==> config.mk <==
export PLATFORM = sky130hd
export DESIGN_NAME = reliable_delivery_tracker
export DESIGN_NICKNAME = d
export VERILOG_FILES = /design/src/rtl/core/rdt_pkg.sv /design/src/rtl/core/rdt_ctrl.sv /design/src/rtl/core/rdt_datapath.sv /design/src/rtl/core/reliable_delivery_tracker.sv
export SDC_FILE = /design/constraint.sdc
export NUM_CORES = 2
export LEC_CHECK = 0
export BUFFER_PORTS_ARGS = -buffer_cell sky130_fd_sc_hd__buf_2
export CORE_MARGIN = 2
export CORE_UTILIZATION = 40
export CTS_CLUSTER_DIAMETER = 50
export DETAILED_ROUTE_END_ITERATION = 8
export GPL_TIMING_DRIVEN = 0
export HOLD_SLACK_MARGIN = 0.02
export PLACE_DENSITY = 0.68
export SLEW_MARGIN = 30
export SYNTH_ARGS = -nofsm -noshare
export SYNTH_HDL_FRONTEND = slang
export SYNTH_SLANG_ARGS = --single-unit
==> constraint.sdc <==
create_clock -name clk -period 6.5 [get_ports clk]
set_input_delay 0.65 -clock clk [delete_from_list [all_inputs] [get_ports clk]]
set_output_delay 0.65 -clock clk [all_outputs]
set_load 0.01 [all_outputs]
==> src/rtl/core/rdt_pkg.sv <==
`timescale 1ns / 1ps
// rdt_pkg: shared types, codes and constants for the delivery tracker.
// Used by rdt_ctrl, rdt_datapath and reliable_delivery_tracker; no dependencies.
package rdt_pkg;

    localparam int TABLE_DEPTH_DEF = 16;
    localparam int ACK_DEPTH_DEF   = 16;
    localparam int MAX_RESULTS     = 16;
    localparam int HIT_W           = $clog2(MAX_RESULTS + 1);
    localparam int SEQ_W           = 32;
    localparam int TIME_W          = 32;
    localparam int TIMEOUT_W       = 20;
    localparam logic [TIMEOUT_W-1:0] TIMEOUT_RESET = 20'd1000;

    typedef enum logic [2:0] {
        KIND_SEND  = 3'd0,
        KIND_RECV  = 3'd1,
        KIND_ACK   = 3'd2,
        KIND_SCAN  = 3'd3,
        KIND_FLUSH = 3'd4,
        KIND_CLEAR = 3'd5
    } kind_t;

    typedef enum logic [3:0] {
        EV_SENT          = 4'd0,
        EV_ACCEPTED      = 4'd1,
        EV_ACCEPTED_FULL = 4'd2,
        EV_REJECTED      = 4'd3,
        EV_DELIVERED     = 4'd4,
        EV_TIMED_OUT     = 4'd5,
        EV_ACK_OUT       = 4'd6,
        EV_NOTHING       = 4'd7,
        EV_TABLE_FULL    = 4'd8,
        EV_CLEARED       = 4'd9
    } event_t;

    // controller to datapath
    typedef struct packed {
        logic load;      // latch the accepted item
        logic idx_inc;   // step the table index
        logic tbl_rd;    // read the table entry at the index
        logic hit_take;  // retire the matching entry, hold it as pending result
        logic tbl_end;   // emit pending result (or nothing) as last
        logic single;    // perform a one-result operation and emit it
        logic ack_rd;    // read the ack queue head
        logic ack_pop;   // emit the head ack and pop it
    } cmd_t;

    // datapath to controller
    typedef struct packed {
        kind_t kind;
        logic  cur_valid;
        logic  idx_last;
        logic  hit;
        logic  hit_last;
        logic  pend_valid;
        logic  out_free;
        logic  rem_zero;
        logic  rem_one;
    } status_t;

endpackage

==> src/rtl/core/rdt_ctrl.sv <==
`timescale 1ns / 1ps
// rdt_ctrl: sequencing state machine of the delivery tracker.
// Depends on rdt_pkg; drives commands to rdt_datapath from its status.
module rdt_ctrl
(
    input  logic            clk,
    input  logic            rst_n,
    input  logic            in_valid,
    output logic            in_ready,
    input  rdt_pkg::status_t sts,
    output rdt_pkg::cmd_t    cmd
);

    typedef enum logic [8:0] {
        ST_IDLE      = 9'b000000001,
        ST_DISPATCH  = 9'b000000010,
        ST_SEND_WALK = 9'b000000100,
        ST_SINGLE    = 9'b000001000,
        ST_TBL_RD    = 9'b000010000,
        ST_TBL_CHK   = 9'b000100000,
        ST_TBL_END   = 9'b001000000,
        ST_ACK_RD    = 9'b010000000,
        ST_ACK_OUT   = 9'b100000000
    } state_t;

    state_t state_reg;
    state_t state_next;

    assign in_ready = (state_reg == ST_IDLE);

    always_ff @(posedge clk or negedge rst_n)
    begin
        if (!rst_n)
        begin
            state_reg <= ST_IDLE;
        end
        else
        begin
            state_reg <= state_next;
        end
    end

    always_comb
    begin
        state_next = state_reg;
        cmd        = '0;
        case (state_reg)
            ST_IDLE:
            begin
                if (in_valid)
                begin
                    cmd.load   = 1'b1;
                    state_next = ST_DISPATCH;
                end
            end
            ST_DISPATCH:
            begin
                case (sts.kind)
                    rdt_pkg::KIND_SEND:  state_next = ST_SEND_WALK;
                    rdt_pkg::KIND_ACK:   state_next = ST_TBL_RD;
                    rdt_pkg::KIND_SCAN:  state_next = ST_TBL_RD;
                    rdt_pkg::KIND_FLUSH: state_next = sts.rem_zero ? ST_SINGLE : ST_ACK_RD;
                    default:             state_next = ST_SINGLE;
                endcase
            end
            ST_SEND_WALK:
            begin
                // advance to the lowest free slot, or stop on the last one
                if (sts.cur_valid && !sts.idx_last)
                begin
                    cmd.idx_inc = 1'b1;
                end
                else
                begin
                    state_next = ST_SINGLE;
                end
            end
            ST_SINGLE:
            begin
                if (sts.out_free)
                begin
                    cmd.single = 1'b1;
                    state_next = ST_IDLE;
                end
            end
            ST_TBL_RD:
            begin
                if (sts.cur_valid)
                begin
                    cmd.tbl_rd = 1'b1;
                    state_next = ST_TBL_CHK;
                end
                else if (sts.idx_last)
                begin
                    state_next = ST_TBL_END;
                end
                else
                begin
                    cmd.idx_inc = 1'b1;
                end
            end
            ST_TBL_CHK:
            begin
                if (sts.hit)
                begin
                    // hold until the older pending result can move out
                    if (!sts.pend_valid || sts.out_free)
                    begin
                        cmd.hit_take = 1'b1;
                        if (sts.hit_last || sts.idx_last)
                        begin
                            state_next = ST_TBL_END;
                        end
                        else
                        begin
                            cmd.idx_inc = 1'b1;
                            state_next  = ST_TBL_RD;
                        end
                    end
                end
                else if (sts.idx_last)
                begin
                    state_next = ST_TBL_END;
                end
                else
                begin
                    cmd.idx_inc = 1'b1;
                    state_next  = ST_TBL_RD;
                end
            end
            ST_TBL_END:
            begin
                if (sts.out_free)
                begin
                    cmd.tbl_end = 1'b1;
                    state_next  = ST_IDLE;
                end
            end
            ST_ACK_RD:
            begin
                cmd.ack_rd = 1'b1;
                state_next = ST_ACK_OUT;
            end
            ST_ACK_OUT:
            begin
                if (sts.out_free)
                begin
                    cmd.ack_pop = 1'b1;
                    state_next  = sts.rem_one ? ST_IDLE : ST_ACK_RD;
                end
            end
            default:
            begin
                state_next = ST_IDLE;
            end
        endcase
    end

endmodule

==> src/rtl/core/rdt_datapath.sv <==
`timescale 1ns / 1ps
// rdt_datapath: delivery table, ack queue, counters and output register.
// Depends on rdt_pkg; commanded by rdt_ctrl.
module rdt_datapath #(
    parameter int TABLE_DEPTH = rdt_pkg::TABLE_DEPTH_DEF,
    parameter int ACK_DEPTH   = rdt_pkg::ACK_DEPTH_DEF
)
(
    input  logic                            clk,
    input  logic                            rst_n,
    input  logic [2:0]                      in_kind,
    input  logic [rdt_pkg::SEQ_W-1:0]       in_seq,
    input  logic [rdt_pkg::TIME_W-1:0]      in_now,
    input  logic                            cfg_wr_en,
    input  logic [rdt_pkg::TIMEOUT_W-1:0]   cfg_wr_data,
    input  rdt_pkg::cmd_t                   cmd,
    output rdt_pkg::status_t                sts,
    output logic                            out_valid,
    input  logic                            out_ready,
    output logic [3:0]                      out_event,
    output logic [rdt_pkg::SEQ_W-1:0]       out_seq,
    output logic                            out_last
);

    localparam int IDX_W  = (TABLE_DEPTH > 1) ? $clog2(TABLE_DEPTH) : 1;
    localparam int APTR_W = (ACK_DEPTH > 1) ? $clog2(ACK_DEPTH) : 1;
    localparam int ACNT_W = $clog2(ACK_DEPTH + 1);
    localparam int HIT_W  = rdt_pkg::HIT_W;
    localparam int SEQ_W  = rdt_pkg::SEQ_W;
    localparam int TIME_W = rdt_pkg::TIME_W;
    localparam int ENT_W  = SEQ_W + TIME_W;

    // memories: entry {sent time, seq}, and the ack queue as a ring
    logic [ENT_W-1:0] tbl_mem [TABLE_DEPTH];
    logic [SEQ_W-1:0] ack_mem [ACK_DEPTH];
    logic [ENT_W-1:0] tbl_rd_reg;
    logic [SEQ_W-1:0] ack_rd_reg;

    logic [TABLE_DEPTH-1:0]      valid_reg, valid_next;
    logic [IDX_W-1:0]            idx_reg, idx_next;
    logic [SEQ_W-1:0]            next_out_reg, next_out_next;
    logic [SEQ_W-1:0]            next_exp_reg, next_exp_next;
    logic [APTR_W-1:0]           ack_head_reg, ack_head_next;
    logic [ACNT_W-1:0]           ack_count_reg, ack_count_next;
    logic [HIT_W-1:0]            rem_reg, rem_next;
    logic [HIT_W-1:0]            nhit_reg, nhit_next;
    logic                        pend_valid_reg, pend_valid_next;
    rdt_pkg::event_t             pend_event_reg, pend_event_next;
    logic [SEQ_W-1:0]            pend_seq_reg, pend_seq_next;
    rdt_pkg::kind_t              kind_reg;
    logic [SEQ_W-1:0]            seq_reg;
    logic [TIME_W-1:0]           now_reg;
    logic [rdt_pkg::TIMEOUT_W-1:0] timeout_reg;
    logic                        out_valid_reg, out_valid_next;
    rdt_pkg::event_t             out_event_reg, out_event_next;
    logic [SEQ_W-1:0]            out_seq_reg, out_seq_next;
    logic                        out_last_reg, out_last_next;

    logic                        push;
    logic                        out_free;
    logic                        tbl_we;
    logic                        ack_we;
    logic [APTR_W-1:0]           ack_tail;
    logic [ACNT_W:0]             tail_sum;
    logic [APTR_W-1:0]           head_inc;
    logic [TIME_W-1:0]           age;
    logic                        hit;
    logic [HIT_W-1:0]            rem_load;

    assign out_free = !out_valid_reg || out_ready;
    assign age      = now_reg - tbl_rd_reg[ENT_W-1:SEQ_W];
    assign hit      = (kind_reg == rdt_pkg::KIND_ACK) ? (tbl_rd_reg[SEQ_W-1:0] == seq_reg)
                                                      : (age >= TIME_W'(timeout_reg));

    assign tail_sum = (ACNT_W+1)'(ack_head_reg) + (ACNT_W+1)'(ack_count_reg);
    assign ack_tail = (tail_sum >= (ACNT_W+1)'(ACK_DEPTH))
                      ? APTR_W'(tail_sum - (ACNT_W+1)'(ACK_DEPTH)) : APTR_W'(tail_sum);
    assign head_inc = (ack_head_reg == APTR_W'(ACK_DEPTH - 1)) ? '0 : ack_head_reg + 1'b1;
    assign rem_load = (int'(ack_count_reg) > rdt_pkg::MAX_RESULTS)
                      ? HIT_W'(rdt_pkg::MAX_RESULTS) : HIT_W'(ack_count_reg);

    always_comb
    begin
        sts.kind       = kind_reg;
        sts.cur_valid  = valid_reg[idx_reg];
        sts.idx_last   = (idx_reg == IDX_W'(TABLE_DEPTH - 1));
        sts.hit        = hit;
        sts.hit_last   = (nhit_reg == HIT_W'(rdt_pkg::MAX_RESULTS - 1));
        sts.pend_valid = pend_valid_reg;
        sts.out_free   = out_free;
        sts.rem_zero   = (rem_reg == '0);
        sts.rem_one    = (rem_reg == HIT_W'(1));
    end

    always_comb
    begin
        valid_next      = valid_reg;
        idx_next        = idx_reg;
        next_out_next   = next_out_reg;
        next_exp_next   = next_exp_reg;
        ack_head_next   = ack_head_reg;
        ack_count_next  = ack_count_reg;
        rem_next        = rem_reg;
        nhit_next       = nhit_reg;
        pend_valid_next = pend_valid_reg;
        pend_event_next = pend_event_reg;
        pend_seq_next   = pend_seq_reg;
        push            = 1'b0;
        out_event_next  = rdt_pkg::EV_NOTHING;
        out_seq_next    = '0;
        out_last_next   = 1'b1;
        tbl_we          = 1'b0;
        ack_we          = 1'b0;

        if (cmd.load)
        begin
            idx_next        = '0;
            nhit_next       = '0;
            pend_valid_next = 1'b0;
            rem_next        = rem_load;
        end

        if (cmd.idx_inc)
        begin
            idx_next = idx_reg + 1'b1;
        end

        if (cmd.single)
        begin
            push = 1'b1;
            case (kind_reg)
                rdt_pkg::KIND_SEND:
                begin
                    out_seq_next = next_out_reg;
                    if (!valid_reg[idx_reg])
                    begin
                        tbl_we              = 1'b1;
                        valid_next[idx_reg] = 1'b1;
                        next_out_next       = next_out_reg + 1'b1;
                        out_event_next      = rdt_pkg::EV_SENT;
                    end
                    else
                    begin
                        out_event_next = rdt_pkg::EV_TABLE_FULL;
                    end
                end
                rdt_pkg::KIND_RECV:
                begin
                    out_seq_next = seq_reg;
                    if (seq_reg >= next_exp_reg)
                    begin
                        next_exp_next = seq_reg + 1'b1;
                        if (ack_count_reg < ACNT_W'(ACK_DEPTH))
                        begin
                            ack_we         = 1'b1;
                            ack_count_next = ack_count_reg + 1'b1;
                            out_event_next = rdt_pkg::EV_ACCEPTED;
                        end
                        else
                        begin
                            out_event_next = rdt_pkg::EV_ACCEPTED_FULL;
                        end
                    end
                    else
                    begin
                        out_event_next = rdt_pkg::EV_REJECTED;
                    end
                end
                rdt_pkg::KIND_CLEAR:
                begin
                    valid_next     = '0;
                    next_out_next  = '0;
                    next_exp_next  = '0;
                    ack_head_next  = '0;
                    ack_count_next = '0;
                    out_event_next = rdt_pkg::EV_CLEARED;
                end
                default:
                begin
                    out_event_next = rdt_pkg::EV_NOTHING;
                end
            endcase
        end

        if (cmd.hit_take)
        begin
            valid_next[idx_reg] = 1'b0;
            nhit_next           = nhit_reg + 1'b1;
            // move the older pending result out; the newest stays back
            if (pend_valid_reg)
            begin
                push           = 1'b1;
                out_event_next = pend_event_reg;
                out_seq_next   = pend_seq_reg;
                out_last_next  = 1'b0;
            end
            pend_valid_next = 1'b1;
            pend_event_next = (kind_reg == rdt_pkg::KIND_ACK) ? rdt_pkg::EV_DELIVERED
                                                              : rdt_pkg::EV_TIMED_OUT;
            pend_seq_next   = tbl_rd_reg[SEQ_W-1:0];
        end

        if (cmd.tbl_end)
        begin
            push            = 1'b1;
            pend_valid_next = 1'b0;
            if (pend_valid_reg)
            begin
                out_event_next = pend_event_reg;
                out_seq_next   = pend_seq_reg;
            end
        end

        if (cmd.ack_pop)
        begin
            push           = 1'b1;
            out_event_next = rdt_pkg::EV_ACK_OUT;
            out_seq_next   = ack_rd_reg;
            out_last_next  = (rem_reg == HIT_W'(1));
            ack_head_next  = head_inc;
            ack_count_next = ack_count_reg - 1'b1;
            rem_next       = rem_reg - 1'b1;
        end

        if (push)
        begin
            out_valid_next = 1'b1;
        end
        else if (out_ready)
        begin
            out_valid_next = 1'b0;
        end
        else
        begin
            out_valid_next = out_valid_reg;
        end
    end

    always_ff @(posedge clk or negedge rst_n)
    begin
        if (!rst_n)
        begin
            valid_reg      <= '0;
            idx_reg        <= '0;
            next_out_reg   <= '0;
            next_exp_reg   <= '0;
            ack_head_reg   <= '0;
            ack_count_reg  <= '0;
            rem_reg        <= '0;
            nhit_reg       <= '0;
            pend_valid_reg <= 1'b0;
            out_valid_reg  <= 1'b0;
            timeout_reg    <= rdt_pkg::TIMEOUT_RESET;
        end
        else
        begin
            valid_reg      <= valid_next;
            idx_reg        <= idx_next;
            next_out_reg   <= next_out_next;
            next_exp_reg   <= next_exp_next;
            ack_head_reg   <= ack_head_next;
            ack_count_reg  <= ack_count_next;
            rem_reg        <= rem_next;
            nhit_reg       <= nhit_next;
            pend_valid_reg <= pend_valid_next;
            out_valid_reg  <= out_valid_next;
            if (cfg_wr_en)
            begin
                timeout_reg <= cfg_wr_data;
            end
        end
    end

    // payload registers
    always_ff @(posedge clk)
    begin
        pend_event_reg <= pend_event_next;
        pend_seq_reg   <= pend_seq_next;
        if (cmd.load)
        begin
            kind_reg <= rdt_pkg::kind_t'(in_kind);
            seq_reg  <= in_seq;
            now_reg  <= in_now;
        end
        if (push)
        begin
            out_event_reg <= out_event_next;
            out_seq_reg   <= out_seq_next;
            out_last_reg  <= out_last_next;
        end
    end

    always_ff @(posedge clk)
    begin
        if (tbl_we)
        begin
            tbl_mem[idx_reg] <= {now_reg, next_out_reg};
        end
        if (cmd.tbl_rd)
        begin
            tbl_rd_reg <= tbl_mem[idx_reg];
        end
    end

    always_ff @(posedge clk)
    begin
        if (ack_we)
        begin
            ack_mem[ack_tail] <= seq_reg;
        end
        if (cmd.ack_rd)
        begin
            ack_rd_reg <= ack_mem[ack_head_reg];
        end
    end

    assign out_valid = out_valid_reg;
    assign out_event = out_event_reg;
    assign out_seq   = out_seq_reg;
    assign out_last  = out_last_reg;

    a_ack_count_bound: assert property (@(posedge clk) disable iff (!rst_n)
        ack_count_reg <= ACNT_W'(ACK_DEPTH))
        else $error("ack count above queue depth");

    a_head_bound: assert property (@(posedge clk) disable iff (!rst_n)
        ack_head_reg <= APTR_W'(ACK_DEPTH - 1))
        else $error("ack head outside queue");

    a_hit_bound: assert property (@(posedge clk) disable iff (!rst_n)
        nhit_reg <= HIT_W'(rdt_pkg::MAX_RESULTS))
        else $error("more results than allowed for one item");

    a_pend_kind: assert property (@(posedge clk) disable iff (!rst_n)
        pend_valid_reg |-> (kind_reg == rdt_pkg::KIND_ACK || kind_reg == rdt_pkg::KIND_SCAN))
        else $error("pending result outside a table walk");

    a_no_overwrite: assert property (@(posedge clk) disable iff (!rst_n)
        (out_valid_reg && !out_ready) |-> !push)
        else $error("result pushed over an unsent one");

endmodule

==> src/rtl/core/reliable_delivery_tracker.sv <==
`timescale 1ns / 1ps
// Receive, clear and unused kinds go from dispatch to a single result; send first steps
// over each occupied slot (up to TABLE_DEPTH - 1) to the lowest free one. Ack and scan walk
// the table, reading each occupied slot through a registered table read; a flush sends its
// acks one by one through a registered queue read. One item in work at a time; a new item
// is accepted while the last result still waits in the output register.
// Reset (rst_n, asynchronous) empties table and ack queue at once and sets the timeout to 1000.
module reliable_delivery_tracker #(
    parameter int TABLE_DEPTH = rdt_pkg::TABLE_DEPTH_DEF,
    parameter int ACK_DEPTH   = rdt_pkg::ACK_DEPTH_DEF
)
(
    input  logic                          clk,
    input  logic                          rst_n,
    input  logic                          s_tvalid,
    output logic                          s_tready,
    input  logic [63:0]                   s_tdata,     // [31:0] seq_number, [63:32] now
    input  logic [2:0]                    s_tuser,     // [2:0] kind
    output logic                          m_tvalid,
    input  logic                          m_tready,
    output logic [31:0]                   m_tdata,     // [31:0] seq_number_res
    output logic [3:0]                    m_tuser,     // [3:0] event_res
    output logic                          m_tlast,
    input  logic                          cfg_wr_en,
    input  logic [rdt_pkg::TIMEOUT_W-1:0] cfg_wr_data  // timeout_ms
);

    rdt_pkg::cmd_t    cmd;
    rdt_pkg::status_t sts;

    rdt_ctrl u_ctrl
    (
        .clk      (clk),
        .rst_n    (rst_n),
        .in_valid (s_tvalid),
        .in_ready (s_tready),
        .sts      (sts),
        .cmd      (cmd)
    );

    rdt_datapath #(
        .TABLE_DEPTH (TABLE_DEPTH),
        .ACK_DEPTH   (ACK_DEPTH)
    ) u_datapath
    (
        .clk         (clk),
        .rst_n       (rst_n),
        .in_kind     (s_tuser),
        .in_seq      (s_tdata[31:0]),
        .in_now      (s_tdata[63:32]),
        .cfg_wr_en   (cfg_wr_en),
        .cfg_wr_data (cfg_wr_data),
        .cmd         (cmd),
        .sts         (sts),
        .out_valid   (m_tvalid),
        .out_ready   (m_tready),
        .out_event   (m_tuser),
        .out_seq     (m_tdata),
        .out_last    (m_tlast)
    );

endmodule
==> out/qor_table.md <==
| Parameter | Reported |
| --- | --- |
| Number of levels in the clock H-tree | 4 |
| Number of nets with antenna violations after routing | 0 |
| Count of different cell masters after synthesis | 87 |
| Sequential cell area fraction in the yosys report | 73.6% |
| Endpoints failing setup | 0 |
| Ratio of cells with drive above 1 in the final layout | 22.8% |
| Leak Pwr | 0.0294 uW |
| Floorplan die area | 0.196 mm^2 |
| Detailed-route vias per instance | 5.69 |
| Worst reg2reg startpoint | u_datapath.now_reg[0] |
| Result of the run | completed |
| Die H | 442 um |
| Detailed-placement wirelength estimate | 132 mm |
| Number of clock sinks seen by CTS | 1,903 |
| Nets | 4,788 |
| Number of ports placed on the die boundary | 131 |
| Yosys top cell by area | edfxtp_1 |
| Final Max Slew Viols | 0 |
| Via count of the first global-routing pass | 41,898 |
| Top cells by area in the synthesized netlist | edfxtp_1 69%, mux4_2 11%, dfrtp_1 4.1% |
| Maximum frequency from static timing analysis | 0.159 GHz |
| Post-synthesis cell count | 4,098 |
| TritonCTS clock tree | done |
| Maxcap violations | 0 |
| Met1 usage | 25.9% |
| Worst rel slew slack | 31.1% |
| Post-Syn Nets | 4,292 |
| Kind of critical path | register to register |
| Synth cell count leaders | 1,769 x edfxtp_1, 389 x mux4_2, 180 x nand2_1 |
| Maximum net fanout on the critical path | 10 |
| Met2 Use GR | 34.9% |
| Die width | 442 um |
| Synth Area per Inst | 18.7 um^2 |
| Endpoint arrival time on the critical path | 6.82 ns |
| Area of the core region | 0.190 mm^2 |
| Power density over the cells | 323 mW/mm^2 |
| Number of synthesis warnings | 0 |
| Starting density of the core | 40.3% |
| Routed Wire Length | 200 mm |
| Most frequently used cell type in the post-synthesis netlist | edfxtp_1 |
| Remaining routing DRC violations | 0 |
| Worst hold path cell count | 1 |
| Cell area after synthesis | 0.0768 mm^2 |
| Maximum number of pins on one net before global-route repair | 58 |
| Total Negative Setup Slacks | 0 ns |
| Crit path launch | u_datapath.now_reg[0] |
| Overall track demand over capacity in global routing | 20.3% |
| Number of violations reported at the end of detailed-routing iteration 0 | 4,492 |
| Commonest register cell after synthesis | edfxtp_1 |
| FF+latch count, synth | 1,903 |
| Slew at the pin closest to its max-slew limit | 1.03 ns |
| Average wire length per cell after detail routing | 27.6 um |
| Synthesis-to-layout area growth | 16.9% |
| Setup repair after global routing missed its margin | false |
| # placed instances | 6,813 |
| Routability Congestion | 0.903 |
| Post-layout min period | 6.31 ns |
| Clock network latency to the later pin of the worst-skew pair | 0.83 ns |
| Number of vias in the routed layout | 41,336 |
| Fraction of the cycle the final worst path needs | 97.1% |
| Number of buffers created by CTS | 188 |
| Antenna violations before repair | 2 |
| Cell Rows | 160 |
| First-pass GRT wire length | 290 mm |
| Clock-pin slew on the worst setup and hold paths | 0.06 ns |
| Post-synth EDFFs | 1,769 |
| Number of non-filler instances in the completed layout | 7,270 |
| Startpoint Class | register |
| Grt met3 use | 3.23% |
| Source of the worst hold timing path | s_tdata[18] |
| CP required | 7.01 ns |
| Endpoint type of the worst setup path | register |
| Final standard cell utilization of the core | 47.2% |
| Count of fill cells added during filler insertion | 15,542 |
| Cells on worst reg2reg path | 23 |
| Final setup skew | 0.0387 ns |
| Total overflow reported by the global router | 0 |
| # port buffers | 129 |
| Clock Root Buffer | clkbuf_16 |
| Peak supply drop | 0.288 mV |
| Fraction of registers with async set/reset | 7.04% |
| Peak-usage layer in the global routing report | met2 |
| Length of the first detailed-routing pass in iterations | 6 |
| Final hold vios | 0 |
| Path category of the worst min-delay check | input pin to register |
| Fraction of post-synthesis cell area in the top cell type by area | 69.2% |
| Largest register FFs | 1,024 |
| Clk buf depth | 3 |
==> power breakdown <==
group | leakage (uW) | switching [uW] | internal, uW
Combinational | 0.00849 | 2050 | 1470
Sequential | 0.0179 | 547 | 14000
Clock | 0.00298 | 4690 | 6200
==> final cells by class <==
| type | instances | area (um^2) | area share, % |
|---|---|---|---|
| Timing Repair Buffer | 306 | 3380 | 3.77 |
| Inverter | 110 | 418 | 0.466 |
| Antenna cell | 1 | 2.50 | 0.00279 |
| Sequential cell | 1903 | 56500 | 62.9 |
| Tap cell | 2511 | 3140 | 3.50 |
| Clock buffer | 250 | 5110 | 5.70 |
| Multi-Input combinational cell | 1884 | 19300 | 21.5 |
| Buffer | 201 | 896 | 0.998 |
| Clock inverter | 104 | 1030 | 1.15 |
==> kinds of logic after synthesis <==
family          Yosys count  synth area share [%]
fa+ha+maj               102                  1.68
compound gates          543                  4.80
flops                  1903                  73.6
xor+xnor                119                  1.36
mux                     534                  13.4
simple gates            586                  3.63
buf+inv                 311                  1.63
==> metrics by stage <==
stage / area [um^2] / hold WS [ns] / worst slack, ns / total power (uW)
2_1_floorplan: 76800 / 0.354 / 0.502 / 16900
3_3_place_gp: 80600 / 0.456 / -1.49 / 18100
3_5_place_dp: 82600 / 0.459 / -0.475 / 18200
4_1_cts: 89600 / 0.0234 / 0.0228 / 29100
5_1_grt: 89800 / 0.0327 / 0.0117 / 29900
6_report: 89800 / 0.0609 / 0.191 / 29000
==> worst paths after layout <==
kind | to | slack (ns)
max | u_datapath.out_seq[13] | 0.19
min | u_datapath.seq_reg[18] | 0.06
min reg2reg | u_datapath.pend_seq_reg[17] | 0.47
max in group asynchronous | u_datapath.timeout_reg[3] | 5.44
max reg2reg | u_datapath.out_seq[13] | 0.19
min in group asynchronous | u_datapath.ack_head_reg[2] | 0.39
==> layout by cell type (no fill, tap or decap), types with 18 or more instances in the layout <==
cell type	n
buf_4	24
mux2_2	32
nand4_1	22
and3_1	23
clkinv_2	21
inv_1	109
clkbuf_1	178
buf_16	38
a211oi_2	29
a221oi_1	64
clkinv_1	36
a31oi_1	25
dlygate4sd3_1	75
dfrtp_1	127
a21oi_1	116
xnor2_1	43
xor2_1	76
a21o_1	26
buf_12	29
ha_1	100
clkbuf_16	193
nor2_1	125
mux4_2	389
clkbuf_2	18
nand2_1	179
mux2i_1	113
a22oi_1	34
edfxtp_1	1769
nand3_1	78
nor3_1	44
buf_2	160
o21ai_0	166
==> layer usage <==
metal  wire length, um  share of wire (%)
met1             77600                 39
met2            102000                 51
met3             13300                6.6
met5                 0                  0
met4              7250                3.6
==> worst max-delay path: stages (launching register included) <==
cell and delay, ns:
edfxtp_1 0.46, inv_1 0.11, ha_1 0.16, inv_1 0.05, fa_1 0.40, a21o_1 0.20, a221o_2 0.42, a31oi_4 0.18
o21ai_1 0.17, a21oi_2 0.22, xnor2_1 0.15, ha_1 0.29, a21oi_1 0.17, nand2_1 0.12, a32o_1 0.23, nor3_2 0.23
o31ai_1 0.11, or3_1 0.38, or4_4 0.66, o31ai_4 0.32, o21a_4 0.24, buf_8 0.15, nor3_1 0.06, a211oi_2 0.52
==> repair_timing <==
| action | CTS | global route |
|---|---|---|
| hold buffers | 75 | 0 |
| pin swaps | 4 | 2 |
| endpoints found under the hold margin | 110 | 0 |
| setup buffers | 11 | 6 |
| gates resized for setup | 2 | 5 |
| endpoints found under the setup margin | 113 | 80 |
Power figures use the tool's default switching activity.
